File: src/hdl/hex_frame_octet_decoder_assert.svh
// Assertion macros used by the hex frame decoder RTL
`ifndef HEX_FRAME_OCTET_DECODER_ASSERT_SVH
`define HEX_FRAME_OCTET_DECODER_ASSERT_SVH
`ifndef SYNTH
// Check that cons holds in the same cycle as ante
`define HFOD_ASSERT_SAME(label, clk, rst_n, ante, cons) \
  label: assert property (@(posedge clk) disable iff (!(rst_n)) (ante) |-> (cons)) \
    else $error("hfod assertion failed");
// Check that cons holds in the cycle after ante
`define HFOD_ASSERT_NEXT(label, clk, rst_n, ante, cons) \
  label: assert property (@(posedge clk) disable iff (!(rst_n)) (ante) |=> (cons)) \
    else $error("hfod assertion failed");
`else
`define HFOD_ASSERT_SAME(label, clk, rst_n, ante, cons)
`define HFOD_ASSERT_NEXT(label, clk, rst_n, ante, cons)
`endif
`endif

File: src/hdl/hfod_pkg.sv
// Shared types, constants and digit functions of the hex frame decoder
`timescale 1ns / 1ps
package hfod_pkg;

  localparam logic [7:0] CharCr         = 8'h0D;
  localparam logic [7:0] CharNine       = 8'h39;
  localparam logic [7:0] CharZero       = 8'h30;
  localparam logic [7:0] HexAlphaOffset = 8'd55;
  localparam logic [7:0] MaxOctetsReset = 8'd16;

  localparam logic KindData = 1'b0;
  localparam logic KindEnd  = 1'b1;

  typedef enum logic [4:0] {
    PH_LEN_HI  = 5'b00001,
    PH_LEN_LO  = 5'b00010,
    PH_SEP     = 5'b00100,
    PH_DATA_HI = 5'b01000,
    PH_DATA_LO = 5'b10000
  } phase_e;

  typedef struct packed {
    logic       kind;
    logic [7:0] octet;
    logic [7:0] declared_len;
    logic [7:0] received;
    logic       short_frame;
    logic       overflow;
  } result_t;

  // Characters above '9' map by subtracting 55, everything else by subtracting '0'
  function automatic logic [7:0] digit_value(input logic [7:0] c);
    logic [7:0] v;
    if (c > CharNine) begin
      v = c - HexAlphaOffset;
    end else begin
      v = c - CharZero;
    end
    return v;
  endfunction

  function automatic logic [7:0] pair_value(input logic [3:0] hi, input logic [7:0] lo_c);
    return {hi, 4'b0000} + digit_value(lo_c);
  endfunction

endpackage

File: src/hdl/hfod_if.sv
// Channel interfaces: character input, result output and capacity write
`timescale 1ns / 1ps
interface hfod_char_if;
  logic       valid;
  logic       ready;
  logic [7:0] char_in;
  modport source (output valid, output char_in, input ready);
  modport sink (input valid, input char_in, output ready);
endinterface

interface hfod_res_if;
  logic       valid;
  logic       ready;
  logic       kind;
  logic [7:0] octet;
  logic [7:0] declared_len;
  logic [7:0] received;
  logic       short_frame;
  logic       overflow;
  modport source (output valid, output kind, output octet, output declared_len,
                  output received, output short_frame, output overflow, input ready);
  modport sink (input valid, input kind, input octet, input declared_len,
                input received, input short_frame, input overflow, output ready);
endinterface

interface hfod_cfg_if;
  logic       valid;
  logic       ready;
  logic [7:0] max_octets;
  modport source (output valid, output max_octets, input ready);
  modport sink (input valid, input max_octets, output ready);
endinterface

File: src/hdl/hfod_in_stage.sv
// Input register: holds one received character until the decoder takes it
`timescale 1ns / 1ps
module hfod_in_stage (
  input  logic       clk_i,
  input  logic       rst_ni,
  input  logic       in_valid_i,
  output logic       in_ready_o,
  input  logic [7:0] in_char_i,
  input  logic       out_free_i,
  output logic       step_o,
  output logic [7:0] char_o
);

  logic       valid_q;
  logic       valid_d;
  logic [7:0] char_q;

  assign step_o     = valid_q & out_free_i;
  assign in_ready_o = ~valid_q | step_o;
  assign valid_d    = (in_valid_i & in_ready_o) | (valid_q & ~step_o);
  assign char_o     = char_q;

  always_ff @(posedge clk_i or negedge rst_ni) begin
    if (!rst_ni) begin
      valid_q <= 1'b0;
    end else begin
      valid_q <= valid_d;
    end
  end

  always_ff @(posedge clk_i) begin
    if (in_valid_i && in_ready_o) begin
      char_q <= in_char_i;
    end
  end

endmodule

File: src/hdl/hfod_decode.sv
// Frame state machine and per-character decode
`timescale 1ns / 1ps
`include "hex_frame_octet_decoder_assert.svh"
module hfod_decode (
  input  logic             clk_i,
  input  logic             rst_ni,
  input  logic             step_i,
  input  logic [7:0]       char_i,
  input  logic [7:0]       max_octets_i,
  output logic             res_valid_o,
  output hfod_pkg::result_t res_o
);

  hfod_pkg::phase_e phase_q, phase_d;
  logic [7:0] frame_len_q, frame_len_d;
  logic [7:0] octet_count_q, octet_count_d;
  logic [7:0] pair_count_q, pair_count_d;
  logic [3:0] high_nibble_q, high_nibble_d;
  logic       overflow_q, overflow_d;
  logic [7:0] pair_v;
  logic [7:0] digit_v;

  assign pair_v  = hfod_pkg::pair_value(high_nibble_q, char_i);
  assign digit_v = hfod_pkg::digit_value(char_i);

  always_comb begin
    phase_d       = phase_q;
    frame_len_d   = frame_len_q;
    octet_count_d = octet_count_q;
    pair_count_d  = pair_count_q;
    high_nibble_d = high_nibble_q;
    overflow_d    = overflow_q;
    res_valid_o   = 1'b0;
    res_o         = '0;
    if (step_i) begin
      if (char_i == hfod_pkg::CharCr) begin
        // Frame end: report and rearm, dropping any half pair
        res_valid_o              = 1'b1;
        res_o.kind               = hfod_pkg::KindEnd;
        res_o.declared_len       = frame_len_q;
        res_o.received           = octet_count_q;
        res_o.short_frame        = pair_count_q < frame_len_q;
        res_o.overflow           = overflow_q;
        phase_d                  = hfod_pkg::PH_LEN_HI;
        frame_len_d              = '0;
        octet_count_d            = '0;
        pair_count_d             = '0;
        high_nibble_d            = '0;
        overflow_d               = 1'b0;
      end else begin
        unique case (phase_q)
          hfod_pkg::PH_LEN_LO: begin
            frame_len_d = pair_v;
            phase_d     = hfod_pkg::PH_SEP;
          end
          hfod_pkg::PH_SEP: begin
            phase_d = hfod_pkg::PH_DATA_HI;
          end
          hfod_pkg::PH_DATA_HI: begin
            high_nibble_d = digit_v[3:0];
            phase_d       = hfod_pkg::PH_DATA_LO;
          end
          hfod_pkg::PH_DATA_LO: begin
            phase_d = hfod_pkg::PH_DATA_HI;
            if (pair_count_q < frame_len_q) begin
              pair_count_d = pair_count_q + 8'd1;
              if (octet_count_q >= max_octets_i) begin
                overflow_d = 1'b1;
              end else begin
                octet_count_d      = octet_count_q + 8'd1;
                res_valid_o        = 1'b1;
                res_o.kind         = hfod_pkg::KindData;
                res_o.octet        = pair_v;
                res_o.declared_len = frame_len_q;
                res_o.received     = octet_count_q + 8'd1;
                res_o.overflow     = overflow_q;
              end
            end
          end
          default: begin
            // Length high digit
            high_nibble_d = digit_v[3:0];
            phase_d       = hfod_pkg::PH_LEN_LO;
          end
        endcase
      end
    end
  end

  always_ff @(posedge clk_i or negedge rst_ni) begin
    if (!rst_ni) begin
      phase_q       <= hfod_pkg::PH_LEN_HI;
      frame_len_q   <= '0;
      octet_count_q <= '0;
      pair_count_q  <= '0;
      high_nibble_q <= '0;
      overflow_q    <= 1'b0;
    end else begin
      phase_q       <= phase_d;
      frame_len_q   <= frame_len_d;
      octet_count_q <= octet_count_d;
      pair_count_q  <= pair_count_d;
      high_nibble_q <= high_nibble_d;
      overflow_q    <= overflow_d;
    end
  end

  `HFOD_ASSERT_SAME(a_kept_le_pairs, clk_i, rst_ni, 1'b1, octet_count_q <= pair_count_q)
  `HFOD_ASSERT_SAME(a_pairs_le_len, clk_i, rst_ni, 1'b1, pair_count_q <= frame_len_q)
  `HFOD_ASSERT_NEXT(a_cr_rearms, clk_i, rst_ni, step_i && (char_i == hfod_pkg::CharCr), (phase_q == hfod_pkg::PH_LEN_HI) && (pair_count_q == 8'd0))
  `HFOD_ASSERT_SAME(a_data_counted, clk_i, rst_ni, res_valid_o && (res_o.kind == hfod_pkg::KindData), res_o.received != 8'd0)

endmodule

File: src/hdl/hfod_out_reg.sv
// Result register: holds one result until the receiver takes it
`timescale 1ns / 1ps
module hfod_out_reg (
  input  logic              clk_i,
  input  logic              rst_ni,
  input  logic              load_i,
  input  hfod_pkg::result_t res_i,
  output logic              free_o,
  output logic              out_valid_o,
  input  logic              out_ready_i,
  output hfod_pkg::result_t res_o
);

  logic              valid_q;
  logic              valid_d;
  hfod_pkg::result_t res_q;

  assign free_o      = ~valid_q | out_ready_i;
  assign valid_d     = load_i | (valid_q & ~out_ready_i);
  assign out_valid_o = valid_q;
  assign res_o       = res_q;

  always_ff @(posedge clk_i or negedge rst_ni) begin
    if (!rst_ni) begin
      valid_q <= 1'b0;
    end else begin
      valid_q <= valid_d;
    end
  end

  always_ff @(posedge clk_i) begin
    if (load_i) begin
      res_q <= res_i;
    end
  end

endmodule

File: src/hdl/hex_frame_octet_decoder.sv
// Top level of the hex frame octet decoder
// Usage:
//   in_ch  : one received character per transfer (char_in).
//   out_ch : one result per transfer; kind 0 carries a decoded data octet,
//            kind 1 marks frame end with declared length, received count,
//            short-frame and overflow flags.
//   cfg_ch : writes max_octets, the capacity for data octets per frame.
//            Write only while the decoder is idle; the port is always ready.
// Timing: a character sits in the input register and is decoded there; the
//   result register loads its result, if any, at the next clock edge, so
//   out_ch valid comes from the result register, behind the input register.
//   Throughput is one character per cycle while the result register is free,
//   set by the state update of the frame decoder.
// Stall: while a result waits on out_ch, the held character in the input
//   register waits too and in_ch drops ready; a character that yields no
//   result still needs the result register free to advance.
// Reset: clears both registers' valid flags, rearms the decoder for a new
//   frame and sets max_octets to 16.
`timescale 1ns / 1ps
module hex_frame_octet_decoder (
  input  logic         clk_i,
  input  logic         rst_ni,
  hfod_char_if.sink    in_ch,
  hfod_res_if.source   out_ch,
  hfod_cfg_if.sink     cfg_ch
);

  logic              out_free;
  logic              step;
  logic [7:0]        step_char;
  logic              res_valid;
  hfod_pkg::result_t res_next;
  hfod_pkg::result_t res_held;
  logic [7:0]        max_octets_q;

  // Capacity register: take every write transfer
  assign cfg_ch.ready = 1'b1;

  always_ff @(posedge clk_i or negedge rst_ni) begin
    if (!rst_ni) begin
      max_octets_q <= hfod_pkg::MaxOctetsReset;
    end else if (cfg_ch.valid) begin
      max_octets_q <= cfg_ch.max_octets;
    end
  end

  // Hold the character until the result register can take its outcome
  hfod_in_stage u_in_stage (
    .clk_i      (clk_i),
    .rst_ni     (rst_ni),
    .in_valid_i (in_ch.valid),
    .in_ready_o (in_ch.ready),
    .in_char_i  (in_ch.char_in),
    .out_free_i (out_free),
    .step_o     (step),
    .char_o     (step_char)
  );

  // Advance the frame state by one character
  hfod_decode u_decode (
    .clk_i        (clk_i),
    .rst_ni       (rst_ni),
    .step_i       (step),
    .char_i       (step_char),
    .max_octets_i (max_octets_q),
    .res_valid_o  (res_valid),
    .res_o        (res_next)
  );

  // Register the result toward the receiver
  hfod_out_reg u_out_reg (
    .clk_i       (clk_i),
    .rst_ni      (rst_ni),
    .load_i      (res_valid),
    .res_i       (res_next),
    .free_o      (out_free),
    .out_valid_o (out_ch.valid),
    .out_ready_i (out_ch.ready),
    .res_o       (res_held)
  );

  assign out_ch.kind         = res_held.kind;
  assign out_ch.octet        = res_held.octet;
  assign out_ch.declared_len = res_held.declared_len;
  assign out_ch.received     = res_held.received;
  assign out_ch.short_frame  = res_held.short_frame;
  assign out_ch.overflow     = res_held.overflow;

endmodule

File: src/flat_wrapper.sv
// flat-port wrapper written by rule: the top's interface ports become plain ports
module hex_frame_octet_decoder_flat 
  (clk_i, rst_ni, in_ch_valid, in_ch_char_in, in_ch_ready, out_ch_valid, out_ch_kind, out_ch_octet, out_ch_declared_len, out_ch_received, out_ch_short_frame, out_ch_overflow, out_ch_ready, cfg_ch_valid, cfg_ch_max_octets, cfg_ch_ready);
  hfod_char_if in_ch_i ();
  hfod_res_if out_ch_i ();
  hfod_cfg_if cfg_ch_i ();
  input  logic clk_i;
  input  logic rst_ni;
  input wire logic [$bits(in_ch_i.valid)-1:0] in_ch_valid;
  input wire logic [$bits(in_ch_i.char_in)-1:0] in_ch_char_in;
  output wire logic [$bits(in_ch_i.ready)-1:0] in_ch_ready;
  output wire logic [$bits(out_ch_i.valid)-1:0] out_ch_valid;
  output wire logic [$bits(out_ch_i.kind)-1:0] out_ch_kind;
  output wire logic [$bits(out_ch_i.octet)-1:0] out_ch_octet;
  output wire logic [$bits(out_ch_i.declared_len)-1:0] out_ch_declared_len;
  output wire logic [$bits(out_ch_i.received)-1:0] out_ch_received;
  output wire logic [$bits(out_ch_i.short_frame)-1:0] out_ch_short_frame;
  output wire logic [$bits(out_ch_i.overflow)-1:0] out_ch_overflow;
  input wire logic [$bits(out_ch_i.ready)-1:0] out_ch_ready;
  input wire logic [$bits(cfg_ch_i.valid)-1:0] cfg_ch_valid;
  input wire logic [$bits(cfg_ch_i.max_octets)-1:0] cfg_ch_max_octets;
  output wire logic [$bits(cfg_ch_i.ready)-1:0] cfg_ch_ready;
  assign in_ch_i.valid = in_ch_valid;
  assign in_ch_i.char_in = in_ch_char_in;
  assign in_ch_ready = in_ch_i.ready;
  assign out_ch_valid = out_ch_i.valid;
  assign out_ch_kind = out_ch_i.kind;
  assign out_ch_octet = out_ch_i.octet;
  assign out_ch_declared_len = out_ch_i.declared_len;
  assign out_ch_received = out_ch_i.received;
  assign out_ch_short_frame = out_ch_i.short_frame;
  assign out_ch_overflow = out_ch_i.overflow;
  assign out_ch_i.ready = out_ch_ready;
  assign cfg_ch_i.valid = cfg_ch_valid;
  assign cfg_ch_i.max_octets = cfg_ch_max_octets;
  assign cfg_ch_ready = cfg_ch_i.ready;
  hex_frame_octet_decoder u_core (.clk_i(clk_i), .rst_ni(rst_ni), .in_ch(in_ch_i), .out_ch(out_ch_i), .cfg_ch(cfg_ch_i));
endmodule
File: config.mk
export PLATFORM = sky130hd
export DESIGN_NAME = hex_frame_octet_decoder_flat
export DESIGN_NICKNAME = d
export VERILOG_FILES = /design/src/hdl/hfod_pkg.sv /design/src/hdl/hfod_if.sv /design/src/hdl/hfod_in_stage.sv /design/src/hdl/hfod_decode.sv /design/src/hdl/hfod_out_reg.sv /design/src/hdl/hex_frame_octet_decoder.sv /design/src/flat_wrapper.sv
export VERILOG_INCLUDE_DIRS = /design/src /design/src/hdl
export SDC_FILE = /design/constraint.sdc
export NUM_CORES = 1
export LEC_CHECK = 0
export BUFFER_PORTS_ARGS = -buffer_cell sky130_fd_sc_hd__clkbuf_2
export CAP_MARGIN = 10
export CELL_PAD_IN_SITES_DETAIL_PLACEMENT = 2
export CELL_PAD_IN_SITES_GLOBAL_PLACEMENT = 2
export CORE_ASPECT_RATIO = 1.2
export CORE_UTILIZATION = 39
export CTS_CLUSTER_SIZE = 30
export DETAILED_ROUTE_END_ITERATION = 12
export PLACE_DENSITY = 0.81
export SYNTH_ARGS = -nofsm -noshare
export SYNTH_HDL_FRONTEND = slang
export SYNTH_SLANG_ARGS = --single-unit
File: constraint.sdc
create_clock -name clk_i -period 6 [get_ports clk_i]
set_clock_uncertainty 0.2 [all_clocks]
set_input_delay 1.2 -clock clk_i [delete_from_list [all_inputs] [get_ports clk_i]]
set_output_delay 1.2 -clock clk_i [all_outputs]
set_load 0.05 [all_outputs]
==> flow_metrics.py, run 1 <==
metrics = {
    "sta": {
        "tns_ns": 0,
        "hold_viol": 0,
        "setup_viol": 0,
        "timing.fmax_ghz": 0.288,
        "rsz_0062_raised_after_global_routing": "false",
        "final.period_utilization": 0.579,
        "final_critical_path_time_including_i_o_delays_and_setup_ns": 3.47,
        "measured_slew_at_the_worst_slew_check_pin_ns": 1.14,
        "count_of_pins_over_their_slew_limit": 0,
        "maxSlewHeadroom": 0.239,
    },
    "power": {
        "power_density_nw_per_um2": 362,
        "leakage_power_of_the_design_nw": 2.06,
        "ir_worst_vdd_mv": 0.145,
    },
    "finish": {
        "antennaDiodeCount": 0,
        "stdcell_area_um2": 4610,
        "num-fill-cells": 1075,
        "post_route_cells_drive_above_1_share": 0.181,
        "area_delta_synth_final_pct": 16.7,
        "finish.net_count": 463,
    },
    "cts": {
        "hold_fix_buffers_at_cts": 0,
        "worst_setup_hold_path_clk_slew_ns": 0.06,
        "clk_latency_ns": 0.35,
        "clock_tree.root_cell": "clkbuf_16",
        "cts_tree": "done",
        "post_cts_resize_count": 0,
        "cts_h_tree_lvls": 3,
        "cts.sinks": 79,
        "cts_made_buffers": 9,
        "cts_buffer_depth": 2,
        "post-cts-setup-buffers": 0,
    },
    "setup_path": {
        "setup.worst_path.end_class": "flip-flop",
        "critPathArrivalTime_ns": 3.24,
        "peak_fanout_along_the_critical_path": 27,
        "startpoint_type": "input port",
        "timing.critical_path.required_ns": 5.76,
        "critical-path-slowest-cell": "inv_1",
        "startpoint_to_endpoint_class_of_the_critical_path": "input port to flip-flop",
        "timing.critical_path.cells": "clkbuf_2 -> nand2b_1 -> and2_1 -> nand2_1 -> inv_2 -> a31oi_1 -> inv_1",
        "critPathMaxStageDelay_ns": 0.86,
    },
    "global_route": {
        "grt_first_pass_wirelength_mm": 17.5,
        "grt_start_max_net_pins": 45,
        "grt.overflow.total": 0,
        "grt-busiest-layer": "met2",
        "gr-usage-met2": 0.400,
        "use_met3": 0.0298,
        "grt_antenna_before_repair": 0,
        "groute.layer.met1.usage": 0.269,
        "via_count_of_the_first_global_routing_pass": 3338,
        "grt_use_total": 0.223,
    },
    "floorplanning": {
        "die_y_um": 112,
        "die_w_um": 93.8,
        "core_area_um2": 9660,
        "die_area_um2": 10500,
        "io_pins": 51,
        "start_util": 0.409,
        "floorplan.rows": 39,
    },
    "routing": {
        "drt-total-wl_mm": 10.6,
        "number_of_vias_per_cell": 5.51,
        "drt_pre_antenna_iters": 4,
        "postRouteAntennaNets": 0,
        "detail_route.drc_violations": 0,
        "drt-initial-drc-count": 94,
        "route.vias.total": 2999,
        "routedWlPerCell_um": 19.5,
    },
    "job": {
        "drv_cap": 0,
    },
    "placement": {
        "portBuffers": 49,
        "placedInstanceArea_um2": 4300,
        "gp_congestion": 0.777,
        "detailedPlacementHpwl_mm": 7.52,
    },
    "yosys": {
        "synthFlopType": "dfrtp_1",
        "synth_cell_type_count": 53,
        "most_area_hungry_cell_type_in_the_yosys_netlist": "dfrtp_1",
        "synth_edf_count": 35,
        "synth_fp_nets": 413,
        "register_area_share_after_synthesis": 0.546,
        "yosys-top-cells-area": "dfrtp_1 27%, edfxtp_1 27%, ha_1 7.9%, nand2_1 3.1%, inv_1 2.9%",
        "synth_seq_cells": 79,
        "number_of_warning_messages_in_the_yosys_log": 0,
        "synthDominantCellAreaShare": 0.266,
        "syn_inst": 366,
        "synthesized_cell_area_um2": 3950,
        "synthesis.area_per_instance_um2": 10.8,
        "synthArstFlopShare": 0.557,
    },
    "outcome": {
        "result_of_the_run": "finished clean",
    },
    "min_path": {
        "hold_path.class": "flip-flop to flip-flop",
    },
}
==> state kept, by name, indices dropped and copies added, names as in the netlist <==
name	flops
u_core.max_octets_q	8
u_core.u_decode.overflow_q	1
u_core.u_decode.phase_q	5
u_core.u_in_stage.char_o	8
u_core.u_decode.high_nibble_q	4
u_core.u_decode.frame_len_q	8
u_core.u_in_stage.valid_q	1
u_core.u_out_reg.res_o	27
u_core.u_decode.octet_count_q	8
u_core.u_out_reg.out_valid_o	1
u_core.u_decode.pair_count_q	8
==> metrics by stage <==
step	hold slack, ns	setup slack (ns)	power, mW	cells	util
floorplan	0.256	2.69	0.983	366	-
global placement	0.280	2.36	1.07	528	0.445
detailed placement	0.278	2.15	1.11	528	0.445
CTS	0.307	2.48	1.69	544	0.477
global route	0.309	2.37	1.76	544	0.477
finish	0.311	2.53	1.67	544	0.477
==> final timing paths <==
path | depth (start not counted) | slack [ns] | start | to
worst max-delay path | 7 | 2.53 | out_ch_ready | u_core.u_out_reg.res_o[13]$_SDFFCE_PN0P_
worst min-delay path | 1 | 0.31 | u_core.u_decode.overflow_q$_DFFE_PN0P_ | u_core.u_decode.overflow_q$_DFFE_PN0P_
worst max register to register | 6 | 2.66 | u_core.u_decode.pair_count_q[2]$_DFFE_PN0P_ | u_core.u_out_reg.res_o[13]$_SDFFCE_PN0P_
worst min register to register | 1 | 0.31 | u_core.u_decode.overflow_q$_DFFE_PN0P_ | u_core.u_decode.overflow_q$_DFFE_PN0P_
max in group asynchronous | 2 | 4.46 | rst_ni | u_core.u_decode.high_nibble_q[2]$_DFFE_PN0P_
min in group asynchronous | 2 | 0.74 | rst_ni | u_core.max_octets_q[5]$_DFFE_PN0P_
==> Yosys cell counts (all sizes together) (2+ instances only) <==
library cell and number:
o21bai 2, xnor2 9, edfxtp 35, a31oi 4, nand4 6, or3 4
o2bb2ai 6, a211o 3, a221o 4, ha 25, dfrtp 42, a21oi 12
inv 31, nor2b 5, xor2 3, and2 7, nor3 6, o31ai 7
nor4 2, a211oi 2, nor2 28, and3 4, a22o 2, or4 2
dfstp 2, clkbuf 8, o21ai 22, buf 5, nand2b 3, a21o 8
nand3 19, nand2 33, o211ai 2
==> critical path: cells and delay by family <==
| kind | cells | cell delay [ns] |
|---|---|---|
| compound gates | 1 | 0.10 |
| buf+inv | 3 | 1.28 |
| simple gates | 3 | 0.64 |
==> layer usage <==
layer,vias to the layer above,routed length (um)
li1,1409,-
met1,1505,4480
met2,67,5630
met3,18,300
met4,0,213
met5,-,0
==> cell families after synthesis <==
logic type	synth area share
and+or+nand+nor	0.153
adders and majority gates	0.0843
xor gates and xnor gates	0.0266
other	0.000950
buffers and inverters	0.0463
AOI/OAI and AO/OA	0.140
DFF	0.546
muxes	0.00285
==> where the power goes <==
| group | internal (mW) | leakage [nW] | switching, mW |
|---|---|---|---|
| clock network | 0.327 | 0.147 | 0.238 |
| registers | 0.640 | 0.836 | 0.0685 |
| logic | 0.153 | 1.07 | 0.242 |
| total | 1.12 | 2.06 | 0.548 |
==> cells in the final DEF, fill, tap and decap left out, types with 2 or more instances in the layout <==
cell       count
o211ai_1       2
xor2_1         3
xnor2_1        9
a21o_1         8
o21bai_1       2
nand4_1        5
inv_6          4
a211o_1        3
ha_1          25
nand3_1       18
nor3_1         5
clkbuf_2      49
a21oi_1       12
a211oi_1       2
a22o_1         2
clkbuf_16      9
edfxtp_1      35
dfstp_2        2
or4_1          2
inv_1         30
nand2b_1       3
nor2_1        28
and3_1         4
and2_1         7
or3_1          4
a221o_1        4
dfrtp_1       42
nand2_1       33
a31oi_1        4
buf_4          3
o31ai_1        6
nor4_1         2
o21ai_0       22
nor2b_1        5
o2bb2ai_1      6
==> area by class of cell <==
type	count	area (um^2)	area share
sequential	79	2150	0.468
inverter	31	116	0.0253
clock inverter	7	77.6	0.0168
clock buffer	9	225	0.0489
tap	123	154	0.0334
timing repair buffer	52	268	0.0581
multi-input combinational	243	1610	0.350
Power figures use the tool's default switching activity.
==> run 2: changes to the inputs <==
Settings changed: ABC_AREA set to 1, CORE_UTILIZATION 39 to 36, PLACE_DENSITY 0.81 to 0.78.
Clock period 6 ns to 3.35 ns, I/O delays scaled along.
==> flow_metrics.py, run 2 <==
metrics = {
    "yosys": {
        "syn_inst": 436,
        "yosys-top-cells-area": "dfrtp_1 25%, edfxtp_1 25%, nand2_1 9.3%, ha_1 7.6%, inv_1 5.0%",
        "synthesized_cell_area_um2": 4140,
        "synth_most_common_cell": "nand2_1",
        "most_area_hungry_cell_type_in_the_yosys_netlist": "dfrtp_1",
        "yosys-top-cells-count": "102 x nand2_1, 55 x inv_1, 42 x dfrtp_1, 35 x edfxtp_1, 30 x nor2_1",
        "number_of_warning_messages_in_the_yosys_log": 0,
        "synthArstFlopShare": 0.557,
        "register_area_share_after_synthesis": 0.521,
        "synth_edf_count": 35,
        "synthFlopType": "dfrtp_1",
        "synth_fp_nets": 483,
        "synthDominantCellAreaShare": 0.254,
        "synth_cell_type_count": 44,
        "synth_seq_cells": 79,
        "synthesis.area_per_instance_um2": 9.49,
    },
    "floorplanning": {
        "start_util": 0.373,
        "io_pins": 51,
        "die_y_um": 119,
        "floorplan.rows": 42,
        "core_area_um2": 11100,
        "die_area_um2": 11900,
        "die_w_um": 99.9,
    },
    "routing": {
        "route.vias.total": 3216,
        "drt_pre_antenna_iters": 4,
        "routed_wl_met2_mm": 6.02,
        "met1_length_mm": 4.43,
        "postRouteAntennaNets": 0,
        "routedWlPerCell_um": 16.7,
        "detail_route.drc_violations": 0,
        "number_of_vias_per_cell": 4.94,
        "drt-initial-drc-count": 95,
        "wl_met3_um": 249,
        "drt-total-wl_mm": 10.9,
        "routed.top_layer": "met4",
    },
    "global_route": {
        "grt_antenna_before_repair": 0,
        "grt_use_total": 0.200,
        "grt.overflow.total": 0,
        "via_count_of_the_first_global_routing_pass": 3629,
        "grt_first_pass_wirelength_mm": 18.2,
        "grt_start_max_net_pins": 45,
    },
    "setup_path": {
        "timing.critical_path.required_ns": 3.25,
        "critPathArrivalTime_ns": 2.77,
        "critical_path.n_buffers_inverters": 1,
        "peak_fanout_along_the_critical_path": 9,
        "critPathMaxStageDelay_ns": 0.40,
        "critical-path-slowest-cell": "edfxtp_1",
        "startpoint_type": "flip-flop",
        "setup.worst_path.end_class": "flip-flop",
        "cp_top_family": "simple AND/OR/NAND/NOR gates",
        "timing.critical_path.cells": "inv_1 -> ha_1 -> o21ai_0 -> nand3_1 -> nand2_1 -> nor2_1 -> a31oi_1 -> ha_1 -> nand3_1 -> nand2_1 -> xnor2_1 -> xnor2_1 -> nor2b_1",
        "startpoint_to_endpoint_class_of_the_critical_path": "flip-flop to flip-flop",
    },
    "outcome": {
        "result_of_the_run": "finished clean",
    },
    "finish": {
        "post_route_cells_drive_above_1_share": 0.211,
        "area_delta_synth_final_pct": 17.5,
        "antennaDiodeCount": 0,
        "layout_commonest_cell": "nand2_1",
        "num-fill-cells": 1214,
        "mostFrequentLayoutCells": "102 x nand2_1, 55 x inv_1, 49 x clkbuf_2",
        "largest_reg_flops": 27,
        "finish.net_count": 539,
    },
    "sta": {
        "maxSlewHeadroom": 0.585,
        "hold_viol": 0,
        "count_of_pins_over_their_slew_limit": 0,
        "final_critical_path_time_including_i_o_delays_and_setup_ns": 2.87,
        "setup_viol": 0,
        "timing.fmax_ghz": 0.348,
        "final.period_utilization": 0.858,
        "rsz_0062_raised_after_global_routing": "false",
        "measured_slew_at_the_worst_slew_check_pin_ns": 0.622,
        "tns_ns": 0,
    },
    "cts": {
        "cts_h_tree_lvls": 3,
        "hold_fix_buffers_at_cts": 0,
        "cts_tree": "done",
        "clk_latency_ns": 0.34,
        "clock_tree.root_cell": "clkbuf_16",
        "worst_setup_hold_path_clk_slew_ns": 0.07,
        "post-cts-setup-buffers": 0,
        "cts.sinks": 79,
        "cts_buffer_depth": 2,
        "post_cts_resize_count": 0,
        "cts_made_buffers": 9,
    },
    "power": {
        "cell_internal_pwr_mw": 2.04,
        "clkPwrFrac": 0.311,
        "pwr-share-seq": 0.407,
        "fin_total_pwr_mw": 3.18,
        "power_density_nw_per_um2": 654,
        "p_sw_frac": 0.359,
        "leakage_power_of_the_design_nw": 2.36,
        "combPwrFrac": 0.282,
        "power.switching_mw": 1.14,
        "ir_worst_vdd_mv": 0.246,
    },
    "placement": {
        "detailedPlacementHpwl_mm": 7.84,
        "portBuffers": 49,
        "gp_congestion": 0.761,
    },
    "min_path": {
        "hold_path.class": "input port to async pin",
    },
    "job": {
        "drv_cap": 0,
    },
}
## run 2: cells by family (layout without fill, tap and decap cells)
| logic type | Yosys count | after routing | share of synthesized area |
|---|---|---|---|
| simple gates | 195 | 195 | 0.223 |
| compound gates | 57 | 57 | 0.0817 |
| xor+xnor | 12 | 12 | 0.0254 |
| buf+inv | 65 | 126 | 0.0650 |
| fa+ha+maj | 26 | 26 | 0.0804 |
| other cells | 1 | 1 | 0.000906 |
| flops | 79 | 79 | 0.521 |
| mux | 1 | 1 | 0.00272 |
## run 2: final cells by class
| cell class | instances | area, um^2 | area share |
|---|---|---|---|
| multi-input cells | 292 | 1710 | 0.353 |
| flip-flops and latches | 79 | 2150 | 0.443 |
| clock buffers | 10 | 250 | 0.0515 |
| clock inverters | 6 | 48.8 | 0.0100 |
| well taps | 154 | 193 | 0.0396 |
| inverters | 58 | 220 | 0.0453 |
| repair buffers | 52 | 280 | 0.0577 |
## run 2: layer usage
metal | GRT usage | vias to the layer above
li1 | - | 1543
met1 | 0.229 | 1613
met2 | 0.376 | 46
met3 | 0.0223 | 14
met4 | 0.0772 | 0
met5 | 0 | -
## run 2: worst reg2reg max path, delay by kind of cell (launching register included)
| kind | cells | cell delay [ns] |
|---|---|---|
| flops | 1 | 0.40 |
| simple gates | 6 | 0.70 |
| fa+ha+maj | 2 | 0.52 |
| xor+xnor | 2 | 0.29 |
| compound gates | 2 | 0.43 |
| buf+inv | 1 | 0.10 |
## run 2: metrics by stage
step | worst slack (ns) | hold WS, ns | instances | cell area [um^2] | util
after floorplan | 0.718 | 0.174 | 436 | 4140 | -
after global placement | 0.656 | 0.284 | 635 | 4560 | 0.411
after detailed placement | 0.490 | 0.291 | 635 | 4560 | 0.411
after CTS | 0.419 | 0.248 | 651 | 4860 | 0.438
after global routing | 0.239 | 0.291 | 651 | 4860 | 0.438
final | 0.477 | 0.221 | 651 | 4860 | 0.438
## run 2: power by group through the flow
stage | Sequential (mW) | Combinational, mW | Clock [mW]
2_1_floorplan | 1.33 | 0.614 | 0
3_3_place_gp | 1.30 | 0.840 | 0
3_5_place_dp | 1.32 | 0.898 | 0
4_1_cts | 1.30 | 0.917 | 1.01
5_1_grt | 1.32 | 1.03 | 1.04
6_report | 1.29 | 0.896 | 0.988
## run 2: final timing paths
kind                                                        from                                           end  slack, ns  depth (start not counted)
setup / recovery           u_core.u_in_stage.char_o[0]$_DFFE_PP_      u_core.u_out_reg.res_o[25]$_SDFFCE_PP0P_       0.48                         13
hold / removal                                            rst_ni    u_core.u_decode.frame_len_q[5]$_DFFE_PN0P_       0.22                          2
setup reg to reg           u_core.u_in_stage.char_o[0]$_DFFE_PP_      u_core.u_out_reg.res_o[25]$_SDFFCE_PP0P_       0.48                         13
hold reg to reg               u_core.max_octets_q[4]$_DFFE_PN1P_            u_core.max_octets_q[4]$_DFFE_PN1P_       0.31                          2
max in group asynchronous                                 rst_ni  u_core.u_decode.octet_count_q[2]$_DFFE_PN0P_       2.30                          2
min in group clk_i                              in_ch_char_in[1]         u_core.u_in_stage.char_o[1]$_DFFE_PP_       0.30                          1
==> run 3: changes to the inputs <==
Settings changed: ABC_AREA 1 to not set, CORE_UTILIZATION 36 to 38, PLACE_DENSITY 0.78 to 0.79.
==> flow_metrics.py, run 3 (synthesis gave the netlist of run 1 again) <==
metrics = {
    "setup_path": {
        "critical-path-slowest-cell": "a311o_1",
        "startpoint_type": "flip-flop",
        "critPathMaxStageDelay_ns": 0.46,
        "setup.reg_to_reg.worst_slack_ns": 0.30,
        "setup.worst_path.end_class": "flip-flop",
        "critPathArrivalTime_ns": 2.94,
        "peak_fanout_along_the_critical_path": 8,
        "timing.critical_path.required_ns": 3.24,
        "startpoint_to_endpoint_class_of_the_critical_path": "flip-flop to flip-flop",
        "timing.critical_path.cells": "inv_1 -> ha_1 -> o21bai_1 -> a311o_1 -> a21oi_1 -> ha_1 -> a21o_1 -> a21oi_1 -> xnor2_1 -> xnor2_1 -> nor2_1",
    },
    "placement": {
        "portBuffers": 49,
        "gp_congestion": 0.834,
        "placedInstanceArea_um2": 4350,
        "pre_cts_setup_slack_ns": 0.323,
        "placedCellCount": 535,
        "detailedPlacementHpwl_mm": 7.40,
    },
    "finish": {
        "largest_reg_flops": 27,
        "non_filler_instance_count_after_layout": 551,
        "area_delta_synth_final_pct": 18.0,
        "post_route_cells_drive_above_1_share": 0.188,
        "finish.net_count": 467,
        "stdcell_area_um2": 4660,
        "mostFrequentLayoutCells": "49 x clkbuf_2, 42 x dfrtp_1, 35 x edfxtp_1",
        "antennaDiodeCount": 0,
        "layout_commonest_cell": "clkbuf_2",
    },
    "sta": {
        "final.period_utilization": 0.909,
        "timing.fmax_ghz": 0.328,
        "tns_ns": 0,
        "setup_viol": 0,
        "measured_slew_at_the_worst_slew_check_pin_ns": 0.653,
        "hold_viol": 0,
        "worst_slack_ns": 0.304,
        "count_of_pins_over_their_slew_limit": 0,
        "rsz_0062_raised_after_global_routing": "false",
        "maxSlewHeadroom": 0.562,
        "final_critical_path_time_including_i_o_delays_and_setup_ns": 3.05,
    },
    "global_route": {
        "grt.overflow.total": 0,
        "grt_antenna_before_repair": 0,
        "grt_first_pass_wirelength_mm": 17.1,
        "grt_use_total": 0.210,
        "via_count_of_the_first_global_routing_pass": 3249,
        "grt_start_max_net_pins": 45,
    },
    "power": {
        "leakage_power_of_the_design_nw": 2.07,
        "power_density_nw_per_um2": 640,
        "fin_total_pwr_mw": 2.98,
        "ir_worst_vdd_mv": 0.221,
    },
    "floorplanning": {
        "die_y_um": 114,
        "die_area_um2": 10800,
        "floorplan.rows": 40,
        "core_area_um2": 10100,
        "die_w_um": 95.0,
        "io_pins": 51,
        "start_util": 0.392,
    },
    "cts": {
        "worst_setup_hold_path_clk_slew_ns": 0.06,
        "clock_tree.root_cell": "clkbuf_16",
        "post-cts-setup-buffers": 0,
        "post_cts_resize_count": 0,
        "cts_tree": "done",
        "cts_h_tree_lvls": 3,
        "hold_fix_buffers_at_cts": 0,
        "cts.sinks": 79,
        "cts_buffer_depth": 2,
        "cts_made_buffers": 9,
        "clk_latency_ns": 0.34,
    },
    "routing": {
        "routedWlPerCell_um": 18.4,
        "drt-initial-drc-count": 64,
        "number_of_vias_per_cell": 5.48,
        "postRouteAntennaNets": 0,
        "drt-total-wl_mm": 10.1,
        "drt_pre_antenna_iters": 4,
        "route.vias.total": 3022,
        "detail_route.drc_violations": 0,
    },
    "min_path": {
        "hold_path.class": "input port to async pin",
    },
    "job": {
        "drv_cap": 0,
    },
    "outcome": {
        "result_of_the_run": "finished clean",
    },
}
==> run 3: path summary, 6_finish.rpt <==
| kind | startpoint | to | depth (start not counted) |
|---|---|---|---|
| min in group clk_i | u_core.u_decode.frame_len_q[7]$_DFFE_PN0P_ | u_core.u_decode.frame_len_q[7]$_DFFE_PN0P_ | 1 |
| max in group asynchronous | rst_ni | u_core.u_decode.octet_count_q[0]$_DFFE_PN0P_ | 2 |
| worst max register to register | u_core.u_in_stage.char_o[1]$_DFFE_PP_ | u_core.u_out_reg.res_o[25]$_SDFFCE_PP0P_ | 11 |
| worst max-delay path | u_core.u_in_stage.char_o[1]$_DFFE_PP_ | u_core.u_out_reg.res_o[25]$_SDFFCE_PP0P_ | 11 |
| worst min-delay path | rst_ni | u_core.u_decode.frame_len_q[6]$_DFFE_PN0P_ | 2 |
| worst min register to register | u_core.u_decode.frame_len_q[7]$_DFFE_PN0P_ | u_core.u_decode.frame_len_q[7]$_DFFE_PN0P_ | 1 |
==> run 3: stage by stage <==
step                       util  hold WS, ns
after floorplan               -        0.174
after global placement    0.432        0.271
after detailed placement  0.432        0.277
after CTS                 0.463        0.247
after global routing      0.463        0.265
final                     0.463        0.221
==> run 3: layout make-up <==
cell class              instances  area, um^2
flip-flops and latches         79        2150
repair buffers                 56         310
clock buffers                  10         239
fillers                      1054        5400
well taps                     126         158
multi-input cells             243        1610
clock inverters                 6        68.8
inverters                      31         116
==> run 3: critical path: cells and delay by family, from the launching register on <==
family	cells	cell delay, ns
AOI/OAI and AO/OA	5	1.17
adders and majority gates	2	0.48
DFF	1	0.43
xor gates and xnor gates	2	0.33
buffers and inverters	1	0.14
and+or+nand+nor	1	0.06
==> run 3: where the power goes <==
group	switching (mW)	internal [mW]	leakage [nW]
Combinational	0.422	0.288	1.09
Sequential	0.122	1.15	0.836
Clock	0.402	0.600	0.137
Total	0.946	2.03	2.07
==> run 3: per-layer routing <==
layer	part of all wire	global-route usage
met3	0.026	0.0313
met5	0	0
met4	0.027	0.101
met2	0.51	0.353
met1	0.44	0.263
